File: config.mk
export PLATFORM = sky130hd
export DESIGN_NAME = lottery_ticket_scheduler
export DESIGN_NICKNAME = d
export VERILOG_FILES = /design/src/hdl/lts_pkg.sv /design/src/hdl/lts_div.sv /design/src/hdl/lottery_ticket_scheduler.sv
export SDC_FILE = /design/constraint.sdc
export NUM_CORES = 1
export LEC_CHECK = 0
export CAP_MARGIN = 15
export CORE_ASPECT_RATIO = 0.5
export CORE_UTILIZATION = 30
export CTS_CLUSTER_SIZE = 40
export DETAILED_ROUTE_END_ITERATION = 12
export DONT_BUFFER_PORTS = 1
export GPL_ROUTABILITY_DRIVEN = 1
export PLACE_DENSITY = 0.56
export SLEW_MARGIN = 30
export SYNTH_ARGS = -nofsm -noshare
export SYNTH_HDL_FRONTEND = slang
export SYNTH_SLANG_ARGS = --single-unit
File: constraint.sdc
create_clock -name i_clk -period 5 [get_ports i_clk]
set_input_delay 0.25 -clock i_clk [delete_from_list [all_inputs] [get_ports i_clk]]
set_output_delay 0.25 -clock i_clk [all_outputs]
set_load 0.02 [all_outputs]
File: src/hdl/lts_pkg.sv
// ----------------------------------------------------------------------------
// lts_pkg
// Shared types and constants for the lottery ticket scheduler.
// ----------------------------------------------------------------------------
package lts_pkg;

    localparam int OP_W          = 2;
    localparam int ID_W          = 8;
    localparam int TICKET_W      = 16;
    localparam int DRAW_W        = 7;
    localparam int STATUS_W      = 2;
    localparam int TOTAL_W       = 20;
    localparam int PROD_W        = 23;
    localparam int PERCENT_SCALE = 100;
    localparam logic [TICKET_W-1:0] TICKET_MAX = '1;

    typedef enum logic [OP_W-1:0] {
        OP_ADD       = 2'd0,
        OP_NORMALIZE = 2'd1,
        OP_SELECT    = 2'd2
    } t_op;

    typedef enum logic [STATUS_W-1:0] {
        ST_OK        = 2'd0,
        ST_NO_WINNER = 2'd1,
        ST_FULL      = 2'd2
    } t_status;

    typedef enum logic [2:0] {
        S_IDLE,
        S_NORM_RD,
        S_NORM_MUL,
        S_NORM_DIV,
        S_NORM_WR,
        S_SEL_RD,
        S_SEL_CHK,
        S_RESULT
    } t_state;

endpackage

File: src/hdl/lts_div.sv
// ----------------------------------------------------------------------------
// lts_div
// Restoring divider, one quotient bit per cycle, done pulses after the last.
// ----------------------------------------------------------------------------
module lts_div
    import lts_pkg::*;
(
    input  logic               i_clk,
    input  logic               i_rst_n,
    input  logic               i_start,
    input  logic [PROD_W-1:0]  i_dividend,
    input  logic [TOTAL_W-1:0] i_divisor,
    output logic               o_done,
    output logic [PROD_W-1:0]  o_quotient
);

    localparam int CNT_W = $clog2(PROD_W + 1);

    logic [TOTAL_W-1:0] r_rem;
    logic [TOTAL_W-1:0] r_div;
    logic [PROD_W-1:0]  r_quo;
    logic [CNT_W-1:0]   r_cnt;
    logic               r_done;

    logic [TOTAL_W:0]   w_trial;
    logic [TOTAL_W:0]   w_diff;
    logic               w_ge;

    assign w_trial = {r_rem, r_quo[PROD_W-1]};
    assign w_ge    = (w_trial >= {1'b0, r_div});
    assign w_diff  = w_trial - {1'b0, r_div};

    always_ff @(posedge i_clk) begin
        if (!i_rst_n) begin
            r_cnt  <= '0;
            r_done <= 1'b0;
        end else if (i_start) begin
            r_cnt  <= CNT_W'(PROD_W);
            r_done <= 1'b0;
        end else if (r_cnt != '0) begin
            r_cnt  <= r_cnt - CNT_W'(1);
            r_done <= (r_cnt == CNT_W'(1));
        end else begin
            r_done <= 1'b0;
        end
    end

    always_ff @(posedge i_clk) begin
        if (i_start) begin
            r_rem <= '0;
            r_div <= i_divisor;
            r_quo <= i_dividend;
        end else if (r_cnt != '0) begin
            r_rem <= w_ge ? w_diff[TOTAL_W-1:0] : w_trial[TOTAL_W-1:0];
            r_quo <= {r_quo[PROD_W-2:0], w_ge};
        end
    end

    assign o_done     = r_done;
    assign o_quotient = r_quo;

endmodule

File: src/hdl/lottery_ticket_scheduler.sv
// ----------------------------------------------------------------------------
// lottery_ticket_scheduler
// Process table with ticket counts: add, normalize to percent, select winner.
// ----------------------------------------------------------------------------
// One transaction in gives one result transaction. The input is taken only
// while the block is idle; the result sits in an output register, so the next
// transaction is taken while a result waits. A select scans the entries in
// order, one memory read and one add-compare per entry scanned. A normalize
// works on each entry in turn: a read, a multiply that starts the 23-step
// restoring divider, and a write-back of the saturated quotient.
module lottery_ticket_scheduler
    import lts_pkg::*;
#(
    parameter int MAX_PROCESSES = 16
)(
    input  logic                i_clk,
    input  logic                i_rst_n,
    input  logic                i_valid,
    output logic                o_stall,
    input  logic [OP_W-1:0]     i_operation,
    input  logic [ID_W-1:0]     i_proc_id,
    input  logic [TICKET_W-1:0] i_ticket_count,
    input  logic [DRAW_W-1:0]   i_draw,
    output logic                o_valid,
    input  logic                i_stall,
    output logic [ID_W-1:0]     o_winner_id,
    output logic [STATUS_W-1:0] o_status
);

    localparam int CW    = $clog2(MAX_PROCESSES + 1);
    localparam int IW    = (MAX_PROCESSES > 1) ? $clog2(MAX_PROCESSES) : 1;
    localparam int SUM_W = TICKET_W + CW;

    logic [ID_W-1:0]     mem_ids     [MAX_PROCESSES];
    logic [TICKET_W-1:0] mem_tickets [MAX_PROCESSES];

    t_state              r_state, n_state;
    logic [CW-1:0]       r_count, n_count;
    logic [TOTAL_W-1:0]  r_total, n_total;
    logic [CW-1:0]       r_idx, n_idx;
    logic [SUM_W-1:0]    r_sum, n_sum;
    logic [DRAW_W-1:0]   r_draw, n_draw;
    logic [ID_W-1:0]     r_res_id, n_res_id;
    t_status             r_res_status, n_res_status;
    logic                r_out_valid, n_out_valid;
    logic [ID_W-1:0]     r_out_id, n_out_id;
    logic [STATUS_W-1:0] r_out_status, n_out_status;
    logic [ID_W-1:0]     r_rd_id;
    logic [TICKET_W-1:0] r_rd_ticket;

    logic                w_accept;
    logic                w_take;
    logic                w_rd_en;
    logic                w_id_we;
    logic                w_tk_we;
    logic [IW-1:0]       w_waddr;
    logic [TICKET_W-1:0] w_tk_wdata;
    logic                w_div_start;
    logic                w_div_done;
    logic [PROD_W-1:0]   w_quo;
    logic [PROD_W-1:0]   w_prod;
    logic [SUM_W-1:0]    w_sum_next;
    logic [CW-1:0]       w_idx_inc;

    assign w_accept   = i_valid && !o_stall;
    assign w_take     = r_out_valid && !i_stall;
    assign w_sum_next = r_sum + {{(SUM_W-TICKET_W){1'b0}}, r_rd_ticket};
    assign w_idx_inc  = r_idx + CW'(1);
    assign w_prod     = PROD_W'(r_rd_ticket) * PROD_W'(PERCENT_SCALE);

    lts_div u_div (
        .i_clk      (i_clk),
        .i_rst_n    (i_rst_n),
        .i_start    (w_div_start),
        .i_dividend (w_prod),
        .i_divisor  (r_total),
        .o_done     (w_div_done),
        .o_quotient (w_quo)
    );

    always_comb begin
        n_state      = r_state;
        n_count      = r_count;
        n_total      = r_total;
        n_idx        = r_idx;
        n_sum        = r_sum;
        n_draw       = r_draw;
        n_res_id     = r_res_id;
        n_res_status = r_res_status;
        n_out_valid  = w_take ? 1'b0 : r_out_valid;
        n_out_id     = r_out_id;
        n_out_status = r_out_status;
        w_rd_en      = 1'b0;
        w_id_we      = 1'b0;
        w_tk_we      = 1'b0;
        w_waddr      = r_idx[IW-1:0];
        w_tk_wdata   = i_ticket_count;
        w_div_start  = 1'b0;
        case (r_state)
            S_IDLE: begin
                if (w_accept) begin
                    n_res_id     = '0;
                    n_res_status = ST_OK;
                    n_idx        = '0;
                    n_sum        = '0;
                    n_draw       = i_draw;
                    n_state      = S_RESULT;
                    case (t_op'(i_operation))
                        OP_ADD: begin
                            if (r_count == CW'(MAX_PROCESSES)) begin
                                n_res_status = ST_FULL;
                            end else begin
                                w_id_we = 1'b1;
                                w_tk_we = 1'b1;
                                w_waddr = r_count[IW-1:0];
                                n_count = r_count + CW'(1);
                                n_total = r_total
                                        + {{(TOTAL_W-TICKET_W){1'b0}}, i_ticket_count};
                            end
                        end
                        OP_NORMALIZE: begin
                            if (r_total != '0 && r_count != '0) begin
                                n_state = S_NORM_RD;
                            end
                        end
                        OP_SELECT: begin
                            if (r_count == '0) begin
                                n_res_status = ST_NO_WINNER;
                            end else begin
                                n_state = S_SEL_RD;
                            end
                        end
                        default: begin
                            n_state = S_RESULT;
                        end
                    endcase
                end
            end
            S_NORM_RD: begin
                w_rd_en = 1'b1;
                n_state = S_NORM_MUL;
            end
            S_NORM_MUL: begin
                w_div_start = 1'b1;
                n_state     = S_NORM_DIV;
            end
            S_NORM_DIV: begin
                if (w_div_done) begin
                    n_state = S_NORM_WR;
                end
            end
            S_NORM_WR: begin
                w_tk_we    = 1'b1;
                w_tk_wdata = (w_quo > PROD_W'(TICKET_MAX)) ? TICKET_MAX
                                                           : w_quo[TICKET_W-1:0];
                n_idx      = w_idx_inc;
                n_state    = (w_idx_inc == r_count) ? S_RESULT : S_NORM_RD;
            end
            S_SEL_RD: begin
                w_rd_en = 1'b1;
                n_state = S_SEL_CHK;
            end
            S_SEL_CHK: begin
                n_sum = w_sum_next;
                n_idx = w_idx_inc;
                if (w_sum_next >= {{(SUM_W-DRAW_W){1'b0}}, r_draw}) begin
                    n_res_id = r_rd_id;
                    n_state  = S_RESULT;
                end else if (w_idx_inc == r_count) begin
                    n_res_status = ST_NO_WINNER;
                    n_state      = S_RESULT;
                end else begin
                    n_state = S_SEL_RD;
                end
            end
            S_RESULT: begin
                if (!r_out_valid || w_take) begin
                    n_out_valid  = 1'b1;
                    n_out_id     = r_res_id;
                    n_out_status = r_res_status;
                    n_state      = S_IDLE;
                end
            end
            default: begin
                n_state = S_IDLE;
            end
        endcase
    end

    always_ff @(posedge i_clk) begin
        if (!i_rst_n) begin
            r_state     <= S_IDLE;
            r_count     <= '0;
            r_total     <= '0;
            r_out_valid <= 1'b0;
        end else begin
            r_state     <= n_state;
            r_count     <= n_count;
            r_total     <= n_total;
            r_out_valid <= n_out_valid;
        end
    end

    always_ff @(posedge i_clk) begin
        r_idx        <= n_idx;
        r_sum        <= n_sum;
        r_draw       <= n_draw;
        r_res_id     <= n_res_id;
        r_res_status <= n_res_status;
        r_out_id     <= n_out_id;
        r_out_status <= n_out_status;
    end

    always_ff @(posedge i_clk) begin
        if (w_id_we) begin
            mem_ids[w_waddr] <= i_proc_id;
        end
        if (w_tk_we) begin
            mem_tickets[w_waddr] <= w_tk_wdata;
        end
        if (w_rd_en) begin
            r_rd_id     <= mem_ids[r_idx[IW-1:0]];
            r_rd_ticket <= mem_tickets[r_idx[IW-1:0]];
        end
    end

    assign o_stall     = (r_state != S_IDLE);
    assign o_valid     = r_out_valid;
    assign o_winner_id = r_out_id;
    assign o_status    = r_out_status;

endmodule

**Word-level counts from Yosys, hierarchy flattened**

Memories as Yosys holds them, arrays and structs flattened. A register that Yosys moved wholly into a read port is not among the register bits.
Cells that the tools add are included.
Widths: inputs -> output; s select.

- Bits in registers: 151
- Bits in writable memories: 384
- Input port bits: 37
- Word-level logic and storage cells: 129
- Memories kept: 2

- Add/subtract/negate cells: 6
- Multiply operators: 1
- Order comparisons: 3
- Eq/ne operators: 18
- Mux-type cells: 49
- Bitwise operators: 3
- Reductions and logical operators: 29

Memory list:

| memory | words | bits a word | rd ports | clocked after Yosys merged registers in | wr ports | RTL line | text |
|---|---|---|---|---|---|---|---|
| mem_tickets | 16 | 16 | 1 | 1 | 1 | lottery_ticket_scheduler.sv:35 | `logic [TICKET_W-1:0] mem_tickets [MAX_PROCESSES];` |
| mem_ids | 16 | 8 | 1 | 1 | 1 | lottery_ticket_scheduler.sv:34 | `logic [ID_W-1:0] mem_ids [MAX_PROCESSES];` |

Operators by type and width:

| cell | number |
|---|---|
| $mux 23 | 2 |
| $pmux 21 s2 | 1 |
| $mux 16 | 2 |
| $pmux 3 s8 | 1 |
| $gt 23x16->1 const B | 1 |
| $add 21x16->21 | 1 |
| $ge 21x20->1 | 1 |
| $ge 21x7->1 | 1 |
| $mul 16x5->21 const B | 1 |
| $mux 21 | 1 |
| $add 20x16->20 | 1 |
| $mux 20 | 1 |
| $reduce_bool 20->1 | 1 |
| $sub 20x20->20 | 1 |
| $mux 4 | 4 |
| $mux 8 | 2 |
| $pmux 8 s2 | 1 |
| $mux 3 | 5 |
| $mux 5 | 3 |
| $mux 1 | 14 |
| $mux 2 | 7 |
| $eq 3x3->1 const B | 4 |
| $add 5x1->5 const B | 2 |
| $ne 2x2->1 const B | 5 |
| 28 further kinds | 46 |

**Longest topological paths before layout**

Gate-level depths: netlist of the first run.

- Word-level depth: 7
- Depth in mapped cells: 16
- Depth with buffers taken out: 16

**Modules after synthesis**

From an unflattened synthesis of the first run, not the netlist that was laid out.

- Cell total of the unflattened synthesis: 1,745
- Area total of the unflattened synthesis: 26,100.0 µm²

Modules (own cells, without submodules):

| module | instances | cells an instance | area each (µm²) | seq. area each (µm²) |
|---|---|---|---|---|
| lottery_ticket_scheduler | 1 | 1,381 | 22,197.5 | 14,423.8 |
| lts_div | 1 | 364 | 3,902.5 | 1,811.7 |

**Worst setup path before layout of the first run**

OpenSTA, ideal clock, no wires.

- Path type: reg-to-reg
- Start: register r_rd_ticket[0], read port of mem_tickets
- End: register r_res_id[0], enable pin
- Data arrival time: 3,545 ps
- Required time: 4,690 ps
- Setup slack: 1,145 ps
- Stages on the path, launching flop included: 17
- Buffers on the path: 0
- Clock period less this slack: 3,855 ps
- Cell sequence: edfxtp_1 -> ha_1 -> inv_1 -> fa_1 -> nor2b_1 -> o211ai_2 -> nand2_1 -> a21oi_1 -> xnor2_1 -> ha_1 -> o2111ai_1 -> a21oi_1 -> a2111oi_0 -> nand4_1 -> or4_4 -> nor4b_2 -> o21ai_1

- Word-level cells in the longest chain between the ends: 4

RTL lines:

| element | RTL line | text |
|---|---|---|
| from (decl) | lottery_ticket_scheduler.sv:49 | `logic [TICKET_W-1:0] r_rd_ticket;` |
| $add 21x16->21 | lottery_ticket_scheduler.sv:67 | `assign w_sum_next = r_sum + {{(SUM_W-TICKET_W){1'b0}}, r_rd_ticket};` |
| named net w_sum_next[6] | lottery_ticket_scheduler.sv:62 | `logic [SUM_W-1:0] w_sum_next;` |
| $ge 21x7->1 | lottery_ticket_scheduler.sv:166 | `if (w_sum_next >= {{(SUM_W-DRAW_W){1'b0}}, r_draw}) begin` |
| $ne 2x2->1 (no line) | n/a |  |
| $reduce_and 3->1 (no line) | n/a |  |
| to (signal assigned) | lottery_ticket_scheduler.sv:208 | `r_res_id <= n_res_id;` |
| to (decl) | lottery_ticket_scheduler.sv:43 | `logic [ID_W-1:0] r_res_id, n_res_id;` |

The timed path passes the listed nets, and every way through them passes these cells.
A chain may end at the register's enable or synchronous reset.

**Final worst setup path of the first run**

- Start: register r_rd_ticket[0], read port of mem_tickets
- End: register r_res_id[3], enable pin

The elaborated chain is that of the path after synthesis.

==> results of run 1 <==
==> registers in the layout (all words and copies together), names as in the netlist, 8 cells and up <==
| register | flops |
|---|---|
| mem_tickets | 256 |
| r_rd_id | 8 |
| r_total | 20 |
| r_rd_ticket | 16 |
| mem_ids | 128 |
| o_winner_id | 8 |
| r_res_id | 8 |
| u_div.o_quotient | 23 |
| r_sum | 21 |
| u_div.r_div | 20 |
| u_div.r_rem | 20 |
==> worst paths after layout <==
path	cells after the start	endpoint	slack, ns
max	16	r_res_id[3]	0.41
min	4	r_total[5]	0.05
max reg2reg	16	r_res_id[3]	0.41
min reg2reg	0	o_winner_id[4]	0.43
==> cell usage after synthesis, drive strengths merged, types with 14 or more instances <==
master	instances
nand2	99
and3	21
o21ai	67
clkbuf	48
inv	120
a21o	20
a21oi	79
fa	14
buf	22
nand3	48
xor2	24
mux4	120
nor2b	14
dfxtp	57
edfxtp	502
and2	14
xnor2	36
ha	120
nor2	112
nor3	28
mux2i	21
o22a	16
==> critical path, cell delays in order (launching register included) <==
cell and delay, ns:
edfxtp_1 0.42, ha_1 0.23, inv_1 0.07, fa_1 0.41
nor2b_1 0.20, o211ai_2 0.16, nand2_1 0.10, a21oi_1 0.08
xnor2_1 0.19, ha_1 0.27, o2111ai_1 0.09, a21oi_1 0.06
a2111oi_0 0.44, nand4_1 0.19, or4_4 0.55, nor4b_2 0.47
o21ai_1 0.32
==> metal layers <==
metal	GRT usage	routed length, um
met5	0	0
met4	0.0354	1180
met3	0.0177	2280
met2	0.225	28600
met1	0.186	27400
==> power by group <==
part	leakage, nW	switching [W]	total [W]	internal [W]
combinational	4.40	0.00471	0.00828	0.00358
clock	0.890	0.00188	0.00424	0.00236
sequential	5.06	0.000432	0.00646	0.00603
==> logic make-up after synthesis <==
logic type,share of synthesized area
mux,0.112
fa+ha+maj,0.0683
compound gates,0.0750
flops,0.622
xor+xnor,0.0202
simple gates,0.0748
buf+inv,0.0276
==> cell type report <==
cell class                 instances  area [um2]
fill                            8220       56300
sequential                       559       16200
multi-input combinational       1028        9240
tap                             1170        1460
clock buffer                      60        1400
timing repair buffer              59         526
clock inverter                    42         450
inverter                         120         450
antenna                            1        2.50
==> metrics by stage <==
| step | instances | instance area [um2] |
|---|---|---|
| finish | 3039 | 29700 |
| global route | 3039 | 29700 |
| CTS | 3038 | 29700 |
| detailed placement | 2913 | 27600 |
| global placement | 2913 | 27600 |
| floorplan | 1777 | 26100 |
==> cells in the final DEF, fill, tap and decap left out, types with 24 or more instances in the layout <==
master,instances
a21oi_1,76
buf_4,34
clkbuf_16,55
dfxtp_1,57
edfxtp_1,502
ha_1,120
inv_1,120
mux4_2,120
nand2_1,97
nand3_1,48
nor2_1,92
nor3_1,28
o21ai_0,64
xnor2_1,36
xor2_1,24
==> flow_metrics.tcl, run 1 <==
set metrics [dict create \
    power_w 0.0190 \
    min_path_type "in -> reg" \
    ys_seq_elements 559 \
    gp_congestion 0.859 \
    start_kind "register" \
    grt_pass1_wl_um 91000 \
    arrival_ns 4.89 \
    synth_seq_area_share 0.622 \
    track_usage 0.135 \
    cp_max_fo 8 \
    yosys.area.top_type_share 0.578 \
    ctsHoldBuffers 23 \
    fp-row-count 76 \
    clkSinkCount 559 \
    fin_util 0.346 \
    cp-end-kind "register" \
    yosysWarnings 0 \
    crit_start "r_rd_ticket[0]" \
    drtPass1Iterations 5 \
    cts.clk_slew.worst_paths_ns 0.07 \
    p_per_area_mw_per_mm2 638 \
    pre_cts_ws_ns 0.320 \
    synth_area_mm2 0.0261 \
    synthesis.nets 1948 \
    ys.flop_type "edfxtp_1" \
    total_leakage_power_nw 10.4 \
    postCtsResizedCells 0 \
    io_pins 49 \
    clock_path_buffers 3 \
    peakVddDrop_mv 0.354 \
    synth_top_area_cell "edfxtp_1" \
    hold_viol_final 0 \
    drc 0 \
    ant_nets 0 \
    ys_types 77 \
    dieHeight_um 210 \
    synth_enable_flop_cells 502 \
    insertion_delay_ns 0.65 \
    period_needed_ns 4.59 \
    core_mm2 0.0861 \
    crit_required_ns 5.30 \
    crit_type "reg -> reg" \
    cts_tree "built" \
    fin_crit_sh 0.919 \
    finClkSkew_ns 0.0554 \
    cts_made_buffers 55 \
    grt_pass1_vias 15000 \
    hpwl_um 39800 \
    drv_slew 0 \
    slew-limit-headroom 0.367 \
    post_cts_buffers 0 \
    grt.overflow.total 0 \
    drtIter0Drc 1110 \
    status "completed" \
    htreeDepth 2 \
    cts_root_buf "clkbuf_16" \
    start_util 0.303 \
    drive_gt1_frac 0.157 \
    syn_inst 1777 \
    avgSynthCellArea_um2 14.7 \
    final-setup-viol-count 0 \
    area_growth_pct 14.1 \
    fin_ws_ns 0.406 \
    clock.fmax_mhz 218 \
    hold_start "i_ticket_count[5]" \
    die-area_mm2 0.0882 \
    reg2reg_from "r_rd_ticket[0]" \
    synthArstFlopShare 0 \
    hold_slack_ns 0.0481 \
    post_drt_wl_per_cell_um 19.6 \
    die_w_um 419 \
    max_cap_viol_count 0 \
    grt_max_degree 84 \
    finalNetCount 1994 \
    rsz0062_at_grt "no" \
    setup_tns_ns 0 \
    antenna_found_initial 2 \
    routed_wl_um 59400 \
    yosys-top-cells-area "edfxtp_1 (58%), mux4_2 (10%), ha_1 (5.8%)" \
    port_buffers 0 \
    worst_slew_pin_slew_ns 0.947 \
    viasPerCell 4.91 \
    vias 14900 \
]
No activity file was read; power rests on OpenSTA's default activity.
==> run 2: changes to the inputs <==
- BUFFER_PORTS_ARGS: default -> -buffer_cell sky130_fd_sc_hd__buf_2
- DONT_BUFFER_PORTS: 1 -> default
- SETUP_SLACK_MARGIN: default -> 0.2
- clock period: 5 -> 4.85 ns (I/O delays scaled with it)
==> run 2 against run 1 <==
Against the previous run:
- utilization up 0.18 points
- critical path type unchanged
- clock-buffer cell count up 4
- sequential power up 3%
- setup slack better by 0.089 ns
- flip-flop and latch count unchanged
==> flow_metrics.tcl, run 2 (synthesis gave the netlist of run 1 again) <==
set metrics [dict create \
    status "completed" \
    hpwl_um 38900 \
    cts_made_buffers 55 \
    drtPass1Iterations 5 \
    total_leakage_power_nw 10.5 \
    p_comb_frac 0.441 \
    finalInstanceArea_mm2 0.0299 \
    min_path_type "in -> reg" \
    port_buffers 48 \
    hold_viol_final 0 \
    max_cap_viol_count 0 \
    diodes 0 \
    cts.clk_slew.worst_paths_ns 0.07 \
    post_cts_buffers 0 \
    dieHeight_um 210 \
    period_needed_ns 4.36 \
    drtIter0Drc 1026 \
    antenna_found_initial 0 \
    placed_area_mm2 0.0279 \
    setup_tns_ns 0 \
    placed_cells 2969 \
    worst_slew_pin_slew_ns 0.925 \
    die-area_mm2 0.0882 \
    cts_tree "built" \
    cp-end-kind "register" \
    power_frac_seq 0.341 \
    grt_max_degree 54 \
    final_common_cell "edfxtp_1" \
    p_switching_w 0.00721 \
    drive_gt1_frac 0.175 \
    die_w_um 419 \
    arrival_ns 4.72 \
    grt_pass1_wl_um 91300 \
    peakVddDrop_mv 0.356 \
    drv_slew 0 \
    power_frac_clock 0.218 \
    clock.fmax_mhz 230 \
    power_w 0.0195 \
    core_mm2 0.0861 \
    grt.overflow.total 0 \
    fin_crit_sh 0.898 \
    routed_wl_um 59900 \
    final-setup-viol-count 0 \
    rsz0062_at_grt "no" \
    layout_common_cells "edfxtp_1 (502), inv_1 (120), mux4_2 (120), ha_1 (120), nor2_1 (100)" \
    grt_pass1_vias 15000 \
    finalNetCount 2045 \
    r2r_slack_ns 0.49 \
    clkSinkCount 559 \
    intPower_w 0.0123 \
    p_per_area_mw_per_mm2 652 \
    vias 15000 \
    fp-row-count 76 \
    ant_nets 0 \
    post_drt_wl_per_cell_um 19.4 \
    viasPerCell 4.85 \
    track_usage 0.136 \
    htreeDepth 2 \
    slew-limit-headroom 0.381 \
    finClkSkew_ns 0.0404 \
    fin_util 0.347 \
    area_growth_pct 14.7 \
    start_util 0.303 \
    start_kind "register" \
    cts_root_buf "clkbuf_16" \
    drc 0 \
    clock_path_buffers 3 \
    insertion_delay_ns 0.65 \
    crit_required_ns 5.21 \
    fin_cells 3083 \
    cp_max_fo 4 \
    num-fill-cells 8272 \
    top_register "mem_tickets" \
    gp_congestion 0.851 \
    io_pins 49 \
    largest_reg_flops 256 \
    crit_type "reg -> reg" \
    p_sw_frac 0.370 \
]
[run 2: what timing repair did]
| action | in CTS | in global routing |
|---|---|---|
| hold buffers | 18 | 0 |
| endpoints found under the hold margin | 138 | 0 |
| resized for setup | 0 | 3 |
| endpoints found under the setup margin | 0 | 10 |
[run 2: path summary, 6_finish.rpt]
check	start	to	depth (start not counted)
setup / recovery	r_rd_ticket[0]	r_res_status[0]	17
hold / removal	i_ticket_count[1]	r_total[1]	4
setup reg to reg	r_rd_ticket[0]	r_res_status[0]	17
hold reg to reg	r_res_id[7]	o_winner_id[7]	0
[run 2: per-layer routing]
metal	track usage	vias to the layer above	wire length [um]
met1	0.186	7556	27400
li1	-	7052	-
met4	0.0363	0	1230
met3	0.0185	80	2470
met5	0	-	0
met2	0.228	278	28800
[run 2: power by group through the flow]
| stage | combinational, W | clock (W) | sequential, W |
|---|---|---|---|
| final | 0.00859 | 0.00426 | 0.00664 |
| after global routing | 0.00961 | 0.00456 | 0.00671 |
| after CTS | 0.00866 | 0.00436 | 0.00665 |
| after detailed placement | 0.00861 | 0 | 0.00674 |
| after global placement | 0.00857 | 0 | 0.00673 |
| after floorplan | 0.00663 | 0 | 0.00653 |
[run 2: stage by stage]
step                hold slack, ns  setup slack [ns]
floorplan                    0.341             0.995
global placement             0.420             0.257
detailed placement           0.420             0.232
CTS                         0.0414             0.235
global route                0.0766             0.265
finish                      0.0688             0.495
[run 2: area by class of cell]
class	instances	area, um2	area share
sequential	559	16200	0.542
multi-input combinational	1028	9220	0.309
tap	1170	1460	0.0490
clock buffer	64	1410	0.0472
timing repair buffer	110	776	0.0259
inverter	120	450	0.0151
clock inverter	32	357	0.0119
[run 2: critical path: stages (launching register included)]
cell,delay [ns]
edfxtp_1,0.43
ha_1,0.22
inv_1,0.06
fa_1,0.39
nor2b_1,0.19
o211ai_2,0.11
nand2_1,0.07
a21oi_1,0.07
xnor2_1,0.20
ha_1,0.28
o2111ai_1,0.10
a21oi_1,0.07
a2111oi_1,0.48
nand4_1,0.17
or4_4,0.57
nor4b_4,0.36
buf_4,0.17
a21o_1,0.13
==> run 3: changes to the inputs <==
- ABC_AREA: default -> 1
==> run 3 against run 2 <==
Against the previous run:
- register-to-register slack better by 0.57 ns
- worst hold slack got worse by 0.027 ns
- combinational power grew 6.4%
- fmax rose by 15%
- largest cell class unchanged
==> flow_metrics.tcl, run 3 <==
set metrics [dict create \
    status "completed" \
    final_common_cell "edfxtp_1" \
    yosys-top-cells-area "edfxtp_1 (55%), ha_1 (5.4%), inv_1 (4.7%)" \
    top_layer_used "met4" \
    post_cts_buffers 0 \
    ant_nets 0 \
    cp.depth 12 \
    hpwl_um 44000 \
    synth-adder-area-share 0.0646 \
    synth_mux_area_frac 0.0349 \
    post_drt_wl_per_cell_um 17.0 \
    drv_slew 0 \
    synth_seq_area_share 0.588 \
    r2r_end "mem_tickets[2][8]" \
    crit_buf_inv 3 \
    drtIter0Drc 1406 \
    ff2ff_path_depth 12 \
    power_frac_seq 0.330 \
    viasPerCell 4.71 \
    drtPass1Iterations 5 \
    ys_seq_elements 559 \
    power_frac_clock 0.210 \
    clkSinkCount 559 \
    cts_made_buffers 57 \
    synthArstFlopShare 0 \
    crit_path_end "mem_tickets[2][8]" \
    arrival_ns 4.04 \
    top_register "mem_tickets" \
    fp-row-count 78 \
    syn_inst 2589 \
    p_sw_frac 0.415 \
    slowest_delay_ns 0.68 \
    dieHeight_um 216 \
    cp_max_fo 41 \
    synth_enable_flop_cells 502 \
    cts.clk_slew.worst_paths_ns 0.06 \
    io_pins 49 \
    grt.overflow.total 0 \
    period_needed_ns 3.78 \
    clock_path_buffers 3 \
    r2r_slack_ns 1.07 \
    p_switching_w 0.00826 \
    yosys-top-cells-count "edfxtp_1 (502), inv_1 (345), nand2_1 (341)" \
    finClkSkew_ns 0.0548 \
    num-fill-cells 9055 \
    port_buffers 48 \
    diodes 0 \
    wl_met3_um 2830 \
    gp_congestion 0.870 \
    crit_top_cell "nand2_1" \
    synth_top_family_by_area "simple AND/OR/NAND/NOR gates" \
    cp-end-kind "register" \
    yosysWarnings 0 \
    intPower_w 0.0116 \
    synth-compound-area-share 0.118 \
    rsz0062_at_grt "no" \
    setup_tns_ns 0 \
    total_leakage_power_nw 12.2 \
    ys_types 56 \
    p_per_area_mw_per_mm2 636 \
    die-area_mm2 0.0932 \
    yosys.area_share.simple 0.118 \
    largest_reg_flops 256 \
    grt_pass1_wl_um 104000 \
    reg2reg_from "r_count[0]" \
    drive_gt1_frac 0.0927 \
    htreeDepth 2 \
    synth_area_mm2 0.0276 \
    yosysMostFrequentCell "edfxtp_1" \
    routed_wl_um 66700 \
    start_kind "register" \
    grt_max_degree 195 \
    core_mm2 0.0909 \
    layout_common_cells "edfxtp_1 (502), inv_1 (345), nand2_1 (340)" \
    insertion_delay_ns 0.64 \
    critPathTopFamily "simple AND/OR/NAND/NOR gates" \
    grt_pass1_vias 17900 \
    ys.flop_type "edfxtp_1" \
    hold_viol_final 0 \
    met1_length_um 31100 \
    max_cap_viol_count 0 \
    crit_path_top_delay_cell "nor2_2" \
    drc 0 \
    crit_required_ns 5.11 \
    synth_top_area_cell "edfxtp_1" \
    postCtsResizedCells 0 \
    min_path_type "in -> reg" \
    area_growth_pct 13.3 \
    yosys.area.top_type_share 0.547 \
    fin_util 0.344 \
    met2WireLength_um 31400 \
    path_cells "inv_1, ha_1, nand2_1, nor2_2, nand2_1, nand3_4, clkinv_2, o21ai_4, nand2_2, inv_2, nand2_1, nor2_2" \
    synth_xor_area_frac 0.0105 \
    start_util 0.303 \
    avgSynthCellArea_um2 10.6 \
    ctsHoldBuffers 11 \
    track_usage 0.142 \
    p_comb_frac 0.460 \
    slew-limit-headroom 0.296 \
    die_w_um 431 \
    cts_root_buf "clkbuf_16" \
    antenna_found_initial 2 \
    final-setup-viol-count 0 \
    crit_start "r_count[0]" \
    finalNetCount 2813 \
    peakVddDrop_mv 0.430 \
    crit_type "reg -> reg" \
    synthesis.nets 2760 \
    vias 18500 \
    fin_crit_sh 0.780 \
    clock.fmax_mhz 264 \
    cts_tree "built" \
    worst_slew_pin_slew_ns 1.06 \
]
## run 3: how the worst min path moves through the flow
stage / startpoint / to / cells past startpoint
floorplan: i_proc_id[0] / mem_ids[0][0] / 0
global placement: r_res_id[1] / o_winner_id[1] / 0
detailed placement: r_res_id[7] / o_winner_id[7] / 0
CTS: i_proc_id[7] / mem_ids[15][7] / 1
global route: i_proc_id[7] / mem_ids[15][7] / 1
finish: i_proc_id[7] / mem_ids[15][7] / 1
## run 3: cell type report
type	instances	area (um2)	area share
Tap cell	1240	1550	0.0497
Inverter	358	1350	0.0431
Sequential cell	559	16200	0.519
Timing Repair Buffer	98	684	0.0219
Clock inverter	35	280	0.00897
Multi-Input combinational cell	1568	9670	0.310
Clock buffer	69	1490	0.0477
## run 3: through the flow
stage	instance area [um2]	total power, W	hold slack, ns	instances	setup slack, ns
5_1_grt	31200	0.0215	0.0244	3927	0.778
4_1_cts	31200	0.0200	0.00927	3927	1.05
6_report	31200	0.0199	0.0418	3927	1.07
3_5_place_dp	29300	0.0158	0.406	3812	1.06
2_1_floorplan	27600	0.0134	0.341	2589	1.69
3_3_place_gp	29300	0.0157	0.406	3811	1.13
## run 3: cell families after synthesis
group	count (synthesis)
AO/OA/AOI/OAI	562
XOR/XNOR	33
adder cells (fa/ha/maj)	134
buffers and inverters	462
flip-flops	559
multiplexers	96
AND/OR/NAND/NOR	743
## run 3: power groups by stage
stage	combinational (W)	sequential [W]	clock (W)
2_1_floorplan	0.00684	0.00651	0
3_3_place_gp	0.00907	0.00665	0
3_5_place_dp	0.00912	0.00667	0
4_1_cts	0.00919	0.00657	0.00429
5_1_grt	0.0104	0.00664	0.00449
6_report	0.00914	0.00656	0.00418
## run 3: per-layer routing
metal	up-vias	global-route usage
li1	9182	-
met1	8923	0.192
met2	323	0.239
met3	78	0.0208
met4	0	0.0391
met5	-	0
